**config.mk**
```make
export PLATFORM = sky130hd
export DESIGN_NAME = growing_page_bump_allocator_top
export DESIGN_NICKNAME = d
export VERILOG_FILES = /design/src/hw/rtl/gpba_pkg.sv /design/src/hw/rtl/gpba_ram.sv /design/src/hw/rtl/gpba_step.sv /design/src/hw/rtl/growing_page_bump_allocator_top.sv
export SDC_FILE = /design/constraint.sdc
export NUM_CORES = 1
export LEC_CHECK = 0
export BUFFER_PORTS_ARGS = -buffer_cell sky130_fd_sc_hd__buf_2
export CAP_MARGIN = 20
export CORE_AREA = 4 4 190 192
export DETAILED_ROUTE_END_ITERATION = 8
export DIE_AREA = 0 0 194 196
export GPL_TIMING_DRIVEN = 0
export PLACE_DENSITY_LB_ADDON = 0.05
export SLEW_MARGIN = 20
export SYNTH_ARGS = -nofsm -noshare
export SYNTH_HDL_FRONTEND = slang
export SYNTH_SLANG_ARGS = --single-unit
```
**constraint.sdc**
```tcl
create_clock -name clk -period 13.2 [get_ports clk]
set_input_delay 1.98 -clock clk [delete_from_list [all_inputs] [get_ports clk]]
set_output_delay 1.98 -clock clk [all_outputs]
set_load 0.005 [all_outputs]
```
**src/hw/rtl/gpba_pkg.sv**
```systemverilog
// ----------------------------------------------------------------------------
// gpba_pkg: shared types and constants for the growing page bump allocator
// Fixed field widths, command and status codes, register indexes and the
// ceiling-log2 helper used by the step logic.
// ----------------------------------------------------------------------------
package gpba_pkg;

	localparam int SIZE_W    = 24;  // req_size
	localparam int ALIGN_W   = 4;   // align_log2
	localparam int ALIGN_MAX = (2 ** ALIGN_W) - 1;
	localparam int CFG_W     = 5;   // min/max page log2 registers
	localparam int CFG_IDX_W = 1;

	localparam logic [CFG_W-1:0] MIN_PAGE_LOG2_RST = 5'd12;
	localparam logic [CFG_W-1:0] MAX_PAGE_LOG2_RST = 5'd20;

	typedef enum logic [1:0] {
		ACT_ALLOC   = 2'd0,
		ACT_QUERY   = 2'd1,
		ACT_RESTORE = 2'd2,
		ACT_CLEAR   = 2'd3
	} action_t;

	typedef enum logic [1:0] {
		STAT_OK      = 2'd0,
		STAT_TOO_BIG = 2'd1,
		STAT_FULL    = 2'd2
	} status_t;

	typedef enum logic [CFG_IDX_W-1:0] {
		CFG_MIN_PAGE_LOG2 = 1'b0,
		CFG_MAX_PAGE_LOG2 = 1'b1
	} cfg_idx_t;

	// State update strobes from the step logic to the state registers
	typedef struct packed {
		logic ram_we;    // write the new page size at the stack top
		logic top_load;  // reload the cached top page size
	} step_ctl_t;

	// Smallest k with 2**k >= v; zero and one both give 0
	function automatic logic [CFG_W-1:0] ceil_log2(input logic [SIZE_W-1:0] v);
		logic [SIZE_W-1:0] m;
		logic [CFG_W-1:0]  k;
		m = v - SIZE_W'(1);
		k = '0;
		for (int i = 0; i < SIZE_W; i++) begin
			if (m[i]) begin
				k = CFG_W'(i + 1);
			end
		end
		if (v == '0) begin
			k = '0;
		end
		return k;
	endfunction

endpackage

```
**src/hw/rtl/gpba_ram.sv**
```systemverilog
// ----------------------------------------------------------------------------
// gpba_ram: generic single-write, single-read RAM
// One write port and one read port with registered read data.
// ----------------------------------------------------------------------------
module gpba_ram #(
	parameter int WIDTH = 5,
	parameter int DEPTH = 16
) (
	input  logic                                     clk,
	input  logic                                     we,
	input  logic [((DEPTH > 1) ? $clog2(DEPTH) : 1)-1:0] waddr,
	input  logic [WIDTH-1:0]                         wdata,
	input  logic                                     re,
	input  logic [((DEPTH > 1) ? $clog2(DEPTH) : 1)-1:0] raddr,
	output logic [WIDTH-1:0]                         rdata
);

	logic [WIDTH-1:0] mem [DEPTH];

	always_ff @(posedge clk) begin
		if (we) begin
			mem[waddr] <= wdata;
		end
		if (re) begin
			rdata <= mem[raddr];
		end
	end

endmodule

```
**src/hw/rtl/gpba_step.sv**
```systemverilog
// ----------------------------------------------------------------------------
// gpba_step: single-pass allocator step
// Decodes one command against the page count, top page usage and top page
// size, and produces the result word and the next state.
// ----------------------------------------------------------------------------
module gpba_step #(
	parameter int MAX_PAGES     = 16,
	parameter int MAX_PAGE_LOG2 = 20
) (
	input  gpba_pkg::action_t                              action,
	input  logic [gpba_pkg::SIZE_W-1:0]                    req_size,
	input  logic [gpba_pkg::ALIGN_W-1:0]                   align_log2,
	input  logic [$clog2(MAX_PAGES+1)-1:0]                 mark_pages,
	input  logic [MAX_PAGE_LOG2:0]                         mark_usage,
	input  logic [$clog2(MAX_PAGE_LOG2+1)-1:0]             rd_log2,
	input  logic [$clog2(MAX_PAGES+1)-1:0]                 count,
	input  logic [MAX_PAGE_LOG2:0]                         usage,
	input  logic [$clog2(MAX_PAGE_LOG2+1)-1:0]             top_log2,
	input  logic [gpba_pkg::CFG_W-1:0]                     min_cfg,
	input  logic [gpba_pkg::CFG_W-1:0]                     max_cfg,
	output gpba_pkg::status_t                              status,
	output logic [((MAX_PAGES > 1) ? $clog2(MAX_PAGES) : 1)-1:0] page_index,
	output logic [$clog2(MAX_PAGE_LOG2+1)-1:0]             page_log2,
	output logic [MAX_PAGE_LOG2:0]                         offset,
	output logic                                           new_page,
	output logic [$clog2(MAX_PAGES+1)-1:0]                 pages_released,
	output logic [$clog2(MAX_PAGES+1)-1:0]                 next_count,
	output logic [MAX_PAGE_LOG2:0]                         next_usage,
	output logic [$clog2(MAX_PAGE_LOG2+1)-1:0]             next_top,
	output gpba_pkg::step_ctl_t                            ctl
);

	localparam int AW    = (MAX_PAGES > 1) ? $clog2(MAX_PAGES) : 1;
	localparam int CNT_W = $clog2(MAX_PAGES + 1);
	localparam int USE_W = MAX_PAGE_LOG2 + 1;
	localparam int LG_W  = $clog2(MAX_PAGE_LOG2 + 1);
	localparam int SUM_W = ((USE_W > gpba_pkg::ALIGN_MAX) ? USE_W : gpba_pkg::ALIGN_MAX) + 1;
	localparam int CW    = ((SUM_W > gpba_pkg::SIZE_W) ? SUM_W : gpba_pkg::SIZE_W) + 1;
	localparam int CFW   = gpba_pkg::CFG_W;

	logic             has_page;
	logic [SUM_W-1:0] amask;
	logic [SUM_W-1:0] aligned;
	logic [CW-1:0]    fit_sum;
	logic [CW-1:0]    psize;
	logic             fits;
	logic [CFW-1:0]   need;
	logic [CFW-1:0]   emax;
	logic [CFW-1:0]   emin;
	logic [CFW:0]     grow;
	logic [CFW-1:0]   base;
	logic [CFW-1:0]   lg;
	logic             too_big;
	logic             full;

	assign has_page = (count != '0);
	assign amask    = ~({SUM_W{1'b1}} << align_log2);
	assign aligned  = (SUM_W'(usage) + amask) & ~amask;
	assign fit_sum  = CW'(aligned) + CW'(req_size);
	assign psize    = CW'(1) << top_log2;
	assign fits     = has_page && (fit_sum <= psize);
	assign need     = gpba_pkg::ceil_log2(req_size);

	// effective limits: max capped by the build limit, min clamped to max
	assign emax = (max_cfg < CFW'(MAX_PAGE_LOG2)) ? max_cfg : CFW'(MAX_PAGE_LOG2);
	assign emin = (min_cfg < emax) ? min_cfg : emax;

	// next page doubles the top page (or takes the minimum when there is none), capped; never below the request
	assign grow = (CFW+1)'(top_log2) + (CFW+1)'(1);
	assign base = has_page ? ((grow > (CFW+1)'(emax)) ? emax : grow[CFW-1:0]) : emin;
	assign lg   = (need > base) ? need : base;

	assign too_big = (need > emax);
	assign full    = (count >= CNT_W'(MAX_PAGES));

	always_comb begin
		status         = gpba_pkg::STAT_OK;
		page_index     = '0;
		page_log2      = '0;
		offset         = '0;
		new_page       = 1'b0;
		pages_released = '0;
		next_count     = count;
		next_usage     = usage;
		next_top       = top_log2;
		ctl            = '0;
		unique case (action)
			gpba_pkg::ACT_ALLOC: begin
				if (fits) begin
					page_index = AW'(count - CNT_W'(1));
					page_log2  = top_log2;
					offset     = USE_W'(aligned);
					next_usage = USE_W'(fit_sum);
				end else if (too_big) begin
					status = gpba_pkg::STAT_TOO_BIG;
				end else if (full) begin
					status = gpba_pkg::STAT_FULL;
				end else begin
					page_index   = AW'(count);
					page_log2    = LG_W'(lg);
					new_page     = 1'b1;
					next_count   = count + CNT_W'(1);
					next_usage   = USE_W'(req_size);
					next_top     = LG_W'(lg);
					ctl.ram_we   = 1'b1;
					ctl.top_load = 1'b1;
				end
			end
			gpba_pkg::ACT_QUERY: begin
			end
			gpba_pkg::ACT_RESTORE: begin
				if (count > mark_pages) begin
					pages_released = count - mark_pages;
					next_count     = mark_pages;
					next_top       = rd_log2;
					ctl.top_load   = 1'b1;
				end
				next_usage = mark_usage;
			end
			gpba_pkg::ACT_CLEAR: begin
				pages_released = count;
				next_count     = '0;
				next_usage     = '0;
			end
		endcase
	end

endmodule

```
**src/hw/rtl/growing_page_bump_allocator_top.sv**
```systemverilog
// ----------------------------------------------------------------------------
// growing_page_bump_allocator_top: stack-of-pages bump allocator
// Command register, single-pass step logic, page size stack RAM and a
// result register.
// ----------------------------------------------------------------------------
// Usage:
//   Commands (alloc, query mark, restore mark, clear) enter on the cmd
//   channel, one word per cycle while cmd_ready is high, each giving
//   exactly one result word on the res channel, in order; both use valid/ready.
//   An accepted command waits in the command register; the step logic acts
//   on it as it moves into the result register, which then shows its result.
//   Throughput is one command per cycle while the result is not stalled: the
//   page size stack read for a restore is issued from the command port at
//   acceptance, so the step finds it already registered. The config port
//   writes min_page_log2 or max_page_log2, as cfg_index selects, with
//   cfg_wdata under cfg_we; write only while no command is in flight.
//   Reset: no pages, usage zero, registers back to 12 and 20. The stack RAM
//   is not cleared; only entries below the page count are ever used.
//   When res_ready is low the result word holds, the command register still
//   takes one more word, and cmd_ready then drops until the result drains.
module growing_page_bump_allocator_top #(
	parameter int MAX_PAGES     = 16,
	parameter int MAX_PAGE_LOG2 = 20
) (
	input  logic                                           clk,
	input  logic                                           arst_n,
	input  logic                                           cmd_valid,
	output logic                                           cmd_ready,
	input  logic [1:0]                                     action,
	input  logic [gpba_pkg::SIZE_W-1:0]                    req_size,
	input  logic [gpba_pkg::ALIGN_W-1:0]                   align_log2,
	input  logic [$clog2(MAX_PAGES+1)-1:0]                 mark_pages,
	input  logic [MAX_PAGE_LOG2:0]                         mark_usage,
	output logic                                           res_valid,
	input  logic                                           res_ready,
	output logic [1:0]                                     status,
	output logic [((MAX_PAGES > 1) ? $clog2(MAX_PAGES) : 1)-1:0] page_index,
	output logic [$clog2(MAX_PAGE_LOG2+1)-1:0]             page_log2,
	output logic [MAX_PAGE_LOG2:0]                         offset,
	output logic                                           new_page,
	output logic [$clog2(MAX_PAGES+1)-1:0]                 pages_in_use,
	output logic [MAX_PAGE_LOG2:0]                         used_bytes,
	output logic [$clog2(MAX_PAGES+1)-1:0]                 pages_released,
	input  logic                                           cfg_we,
	input  logic [gpba_pkg::CFG_IDX_W-1:0]                 cfg_index,
	input  logic [gpba_pkg::CFG_W-1:0]                     cfg_wdata
);

	localparam int AW    = (MAX_PAGES > 1) ? $clog2(MAX_PAGES) : 1;
	localparam int CNT_W = $clog2(MAX_PAGES + 1);
	localparam int USE_W = MAX_PAGE_LOG2 + 1;
	localparam int LG_W  = $clog2(MAX_PAGE_LOG2 + 1);

	// command register
	logic                               v_s1;
	gpba_pkg::action_t                  action_s1;
	logic [gpba_pkg::SIZE_W-1:0]        req_size_s1;
	logic [gpba_pkg::ALIGN_W-1:0]       align_log2_s1;
	logic [CNT_W-1:0]                   mark_pages_s1;
	logic [USE_W-1:0]                   mark_usage_s1;
	logic                               fwd_s1;
	logic [LG_W-1:0]                    fwd_data_s1;

	// allocator state
	logic [CNT_W-1:0]                   count_q;
	logic [USE_W-1:0]                   usage_q;
	logic [LG_W-1:0]                    top_q;
	logic [gpba_pkg::CFG_W-1:0]         min_cfg_q;
	logic [gpba_pkg::CFG_W-1:0]         max_cfg_q;

	// result register
	logic                               res_valid_q;
	gpba_pkg::status_t                  status_q;
	logic [AW-1:0]                      page_index_q;
	logic [LG_W-1:0]                    page_log2_q;
	logic [USE_W-1:0]                   offset_q;
	logic                               new_page_q;
	logic [CNT_W-1:0]                   pages_in_use_q;
	logic [USE_W-1:0]                   used_bytes_q;
	logic [CNT_W-1:0]                   pages_released_q;

	logic                               adv;
	logic                               accept;
	logic [AW-1:0]                      rd_addr;
	logic [AW-1:0]                      wr_addr;
	logic                               ram_we;
	logic [LG_W-1:0]                    ram_rdata;
	logic [LG_W-1:0]                    rd_log2;

	gpba_pkg::status_t                  st_status;
	logic [AW-1:0]                      st_page_index;
	logic [LG_W-1:0]                    st_page_log2;
	logic [USE_W-1:0]                   st_offset;
	logic                               st_new_page;
	logic [CNT_W-1:0]                   st_released;
	logic [CNT_W-1:0]                   st_next_count;
	logic [USE_W-1:0]                   st_next_usage;
	logic [LG_W-1:0]                    st_next_top;
	gpba_pkg::step_ctl_t                st_ctl;

	assign adv       = v_s1 && (!res_valid_q || res_ready);
	assign cmd_ready = !v_s1 || adv;
	assign accept    = cmd_valid && cmd_ready;

	// restore needs the entry just below the mark; fetch it at acceptance
	assign rd_addr = AW'(mark_pages - CNT_W'(1));
	assign wr_addr = AW'(count_q);
	assign ram_we  = adv && st_ctl.ram_we;
	assign rd_log2 = fwd_s1 ? fwd_data_s1 : ram_rdata;

	gpba_ram #(
		.WIDTH (LG_W),
		.DEPTH (MAX_PAGES)
	) u_stack (
		.clk   (clk),
		.we    (ram_we),
		.waddr (wr_addr),
		.wdata (st_next_top),
		.re    (accept),
		.raddr (rd_addr),
		.rdata (ram_rdata)
	);

	gpba_step #(
		.MAX_PAGES     (MAX_PAGES),
		.MAX_PAGE_LOG2 (MAX_PAGE_LOG2)
	) u_step (
		.action         (action_s1),
		.req_size       (req_size_s1),
		.align_log2     (align_log2_s1),
		.mark_pages     (mark_pages_s1),
		.mark_usage     (mark_usage_s1),
		.rd_log2        (rd_log2),
		.count          (count_q),
		.usage          (usage_q),
		.top_log2       (top_q),
		.min_cfg        (min_cfg_q),
		.max_cfg        (max_cfg_q),
		.status         (st_status),
		.page_index     (st_page_index),
		.page_log2      (st_page_log2),
		.offset         (st_offset),
		.new_page       (st_new_page),
		.pages_released (st_released),
		.next_count     (st_next_count),
		.next_usage     (st_next_usage),
		.next_top       (st_next_top),
		.ctl            (st_ctl)
	);

	// control state
	always_ff @(posedge clk or negedge arst_n) begin
		if (!arst_n) begin
			v_s1        <= 1'b0;
			fwd_s1      <= 1'b0;
			res_valid_q <= 1'b0;
			count_q     <= '0;
			usage_q     <= '0;
			min_cfg_q   <= gpba_pkg::MIN_PAGE_LOG2_RST;
			max_cfg_q   <= gpba_pkg::MAX_PAGE_LOG2_RST;
		end else begin
			if (accept) begin
				v_s1   <= 1'b1;
				// same-edge push to the entry being fetched: take the new value
				fwd_s1 <= ram_we && (wr_addr == rd_addr);
			end else if (adv) begin
				v_s1 <= 1'b0;
			end
			if (adv) begin
				res_valid_q <= 1'b1;
				count_q     <= st_next_count;
				usage_q     <= st_next_usage;
			end else if (res_ready) begin
				res_valid_q <= 1'b0;
			end
			if (cfg_we) begin
				unique case (gpba_pkg::cfg_idx_t'(cfg_index))
					gpba_pkg::CFG_MIN_PAGE_LOG2: min_cfg_q <= cfg_wdata;
					gpba_pkg::CFG_MAX_PAGE_LOG2: max_cfg_q <= cfg_wdata;
				endcase
			end
		end
	end

	// payload registers
	always_ff @(posedge clk) begin
		if (accept) begin
			action_s1     <= gpba_pkg::action_t'(action);
			req_size_s1   <= req_size;
			align_log2_s1 <= align_log2;
			mark_pages_s1 <= mark_pages;
			mark_usage_s1 <= mark_usage;
			fwd_data_s1   <= st_next_top;
		end
		if (adv && st_ctl.top_load) begin
			top_q <= st_next_top;
		end
		if (adv) begin
			status_q         <= st_status;
			page_index_q     <= st_page_index;
			page_log2_q      <= st_page_log2;
			offset_q         <= st_offset;
			new_page_q       <= st_new_page;
			pages_in_use_q   <= st_next_count;
			used_bytes_q     <= st_next_usage;
			pages_released_q <= st_released;
		end
	end

	assign res_valid      = res_valid_q;
	assign status         = status_q;
	assign page_index     = page_index_q;
	assign page_log2      = page_log2_q;
	assign offset         = offset_q;
	assign new_page       = new_page_q;
	assign pages_in_use   = pages_in_use_q;
	assign used_bytes     = used_bytes_q;
	assign pages_released = pages_released_q;

endmodule

```
==> impl_metrics.json <==
{
  "drc": 0,
  "slew_violations": 0,
  "final_area_sq_um": 17800,
  "cts_sinks": 254,
  "cts_tree": "done",
  "clock.fmax_mhz": 102,
  "area_growth_pct": 14.3,
  "cts_hold_buf": 0,
  "gp_congestion": 0.948,
  "p_clk_frac": 0.233,
  "multi_input_area_sq_um": 7670,
  "clk_pin_slew_worst_paths_ns": 0.06,
  "ys_ff_latch": 254,
  "hold_class": "flop to flop",
  "avgSynthCellArea_sq_um": 10.7,
  "clock_latency_ns": 0.58,
  "cp_common_cell": "nor2_1",
  "min_period_ns": 9.81,
  "synth_area_sq_um": 15600,
  "worst-path-max-fanout": 10,
  "p_leak_nw": 6.91,
  "switching_share": 0.405,
  "critPathMaxStageDelay_ns": 0.91,
  "synth_edf_count": 215,
  "cts_made_buffers": 29,
  "power_density_nw_per_um2": 189,
  "post_drt_wl_per_cell_um": 23.8,
  "tns_ns": 0,
  "grt-ovfl-total": 0,
  "path_class": "flop to flop",
  "synth_ff_type": "edfxtp_1",
  "finClkSkew_ns": 0.0232,
  "num_vias": 12705,
  "required_ns": 13.59,
  "cp.arrival_ns": 10.20,
  "dp_hpwl_mm": 38.0,
  "place_area_sq_um": 16900,
  "n_antenna_cell": 0,
  "async_flop_share": 0.154,
  "pin_count": 133,
  "cts_setup_buffers": 0,
  "grt_pass1_vias": 12384,
  "cts_resized": 0,
  "routed_wl_mm": 50.1,
  "hold_viol_final": 0,
  "p_int_w": 0.00200,
  "syn_inst": 1461,
  "cts-root-buf": "clkbuf_16",
  "cp_slowest_cell": "a2111oi_0",
  "switching_power_w": 0.00136,
  "peakVddDrop_mv": 0.119,
  "end_kind": "flop",
  "cpLargestDelayFamily": "compound AO/OA/AOI/OAI gates",
  "antenna_found_initial": 1,
  "run_status": "finished clean",
  "drive_gt1_frac": 0.166,
  "comb_power_share": 0.444,
  "nFillCells": 3183,
  "fin_crit_sh": 0.743,
  "cap_violations": 0,
  "antenna_left": 0,
  "dieWidth_um": 194,
  "cts-htree-levels": 1,
  "startpoint_type": "flop",
  "drt_iter0_drc": 1306,
  "pwr-share-seq": 0.323,
  "dieArea_sq_um": 38000,
  "portBuffers": 132,
  "dr.pass1.iters": 5,
  "finalNetCount": 1796,
  "start_util": 0.453,
  "ys_seq_area_frac": 0.477,
  "regArea_sq_um": 7440,
  "path_buf_inv": 4,
  "vias_per_cell": 6.04,
  "rsz0062_at_grt": "false",
  "setup-violations-final": 0,
  "grt_max_degree": 42,
  "die_h_um": 196,
  "rows": 68,
  "synth.distinct_cells": 90,
  "grt_usage": 0.257,
  "ys_warn_count": 0,
  "syn_nets": 1630,
  "core-area_sq_um": 34400,
  "slew_headroom": 0.315,
  "cts.path.max_buffers": 3,
  "worstMarginPinSlew_ns": 1.00,
  "grt_pass1_wl_mm": 75.9
}
flip-flops by register name (all words and copies together) (netlist names), 4 cells and up:
register	count
u_stack.mem	80
req_size_s1	24
mark_usage_s1	21
offset	21
usage_q	21
used_bytes	21
count_q	5
fwd_data_s1	5
mark_pages_s1	5
max_cfg_q	5
min_cfg_q	5
page_log2	5
pages_in_use	5
pages_released	5
top_q	5
u_stack.rdata	5
align_log2_s1	4
page_index	4
stage by stage:
stage	hold WS [ns]	utilization	setup WS [ns]	power [W]	std cells
2_1_floorplan	0.457	-	5.79	0.00210	1461
3_3_place_gp	0.481	0.489	3.68	0.00254	2048
3_5_place_dp	0.488	0.491	3.69	0.00255	2050
4_1_cts	0.493	0.518	3.62	0.00336	2102
5_1_grt	0.525	0.518	2.91	0.00358	2103
6_report	0.495	0.518	3.39	0.00336	2103
cells in the final DEF, fill, tap and decap left out, types with 6 or more instances in the layout:
| cell type | instances |
|---|---|
| clkbuf_16 | 29 |
| nor2_1 | 104 |
| nor3_1 | 44 |
| a31oi_1 | 17 |
| ha_1 | 99 |
| o31a_1 | 6 |
| o31ai_1 | 15 |
| a211oi_1 | 12 |
| a21oi_1 | 92 |
| o21bai_1 | 8 |
| and2_1 | 25 |
| o2bb2ai_1 | 6 |
| o211ai_1 | 13 |
| mux2i_1 | 15 |
| xnor2_1 | 37 |
| mux2_2 | 18 |
| nor2b_1 | 19 |
| nor4_1 | 9 |
| or3_1 | 22 |
| inv_1 | 56 |
| a21boi_0 | 6 |
| mux4_2 | 25 |
| o21ai_0 | 83 |
| nand2_1 | 135 |
| o21ai_1 | 6 |
| and3_1 | 25 |
| a22oi_1 | 8 |
| clkbuf_1 | 46 |
| o21a_1 | 11 |
| xor2_1 | 12 |
| nand2b_1 | 19 |
| nand3_1 | 41 |
| o22ai_1 | 12 |
| nand4_1 | 17 |
| a32oi_1 | 6 |
| dfrtp_1 | 35 |
| a21o_1 | 17 |
| edfxtp_1 | 215 |
| buf_2 | 145 |
| a22o_1 | 6 |
final timing paths:
kind | to | slack [ns] | depth (start not counted) | start
max reg2reg | offset[9] | 3.39 | 30 | align_log2_s1[1]
max | offset[9] | 3.39 | 30 | align_log2_s1[1]
max in group asynchronous | fwd_s1 | 11.34 | 1 | arst_n
min reg2reg | res_valid | 0.49 | 1 | v_s1
min in group asynchronous | max_cfg_q[1] | 1.41 | 1 | arst_n
min | res_valid | 0.49 | 1 | v_s1
final cells by class:
type / count / area share
Buffer: 65 / 0.0157
Clock buffer: 32 / 0.0414
Clock inverter: 20 / 0.0105
Inverter: 59 / 0.0124
Multi-Input combinational cell: 1083 / 0.431
Sequential cell: 254 / 0.418
Tap cell: 455 / 0.0320
Timing Repair Buffer: 135 / 0.0399
power by group through the flow:
stage          Clock, W  Combinational [W]  Sequential [W]
6_report       0.000783            0.00149         0.00109
5_1_grt        0.000838            0.00164         0.00110
4_1_cts        0.000806            0.00146         0.00108
3_5_place_dp          0            0.00145         0.00110
3_3_place_gp          0            0.00144         0.00110
2_1_floorplan         0            0.00103         0.00107
worst register-to-register path, delay by kind of cell, from the launching register on:
family	cells	cell delay, ns
compound gates	10	3.52
xor+xnor	2	0.41
fa+ha+maj	3	1.04
buf+inv	4	1.11
flops	1	0.48
simple gates	11	3.07
Yosys cell counts, drive strengths merged (12+ instances only):
cell    number  area (sq um)
inv         58           218
mux2        18           203
a31oi       17           106
mux4        25           563
nor2       106           403
a21o        17           128
o211ai      13          97.6
nor4        12           111
o22ai       12          75.1
nor2b       19           119
buf         21           111
o21ai       90           450
and3        25           156
a21oi       92           460
xnor2       37           324
edfxtp     215          6460
nand2b      19           119
mux2i       15           150
and2        27           169
nand2      135           507
nand3       42           215
nand4       17           106
ha          99          1240
nor3        45           230
xor2        12           105
dfrtp       35           876
clkbuf      44           165
or3         22           138
a211oi      12          90.1
o31ai       16           125
metal layers:
metal  vias to the layer above  share of wire  GRT usage
met2                       550           0.42      0.387
li1                       5909              -          -
met4                         0          0.032     0.0768
met1                      6152           0.46      0.376
met5                         -              0          0
met3                        94          0.083     0.0543
cells by family after synthesis:
kind of cell    Yosys count  synth area share
xor+xnor                 49            0.0275
flops                   254             0.477
buf+inv                 124            0.0319
mux                      58            0.0588
fa+ha+maj               102            0.0833
compound gates          379             0.162
simple gates            495             0.159
Note: power is estimated with default switching activity, not from simulation.
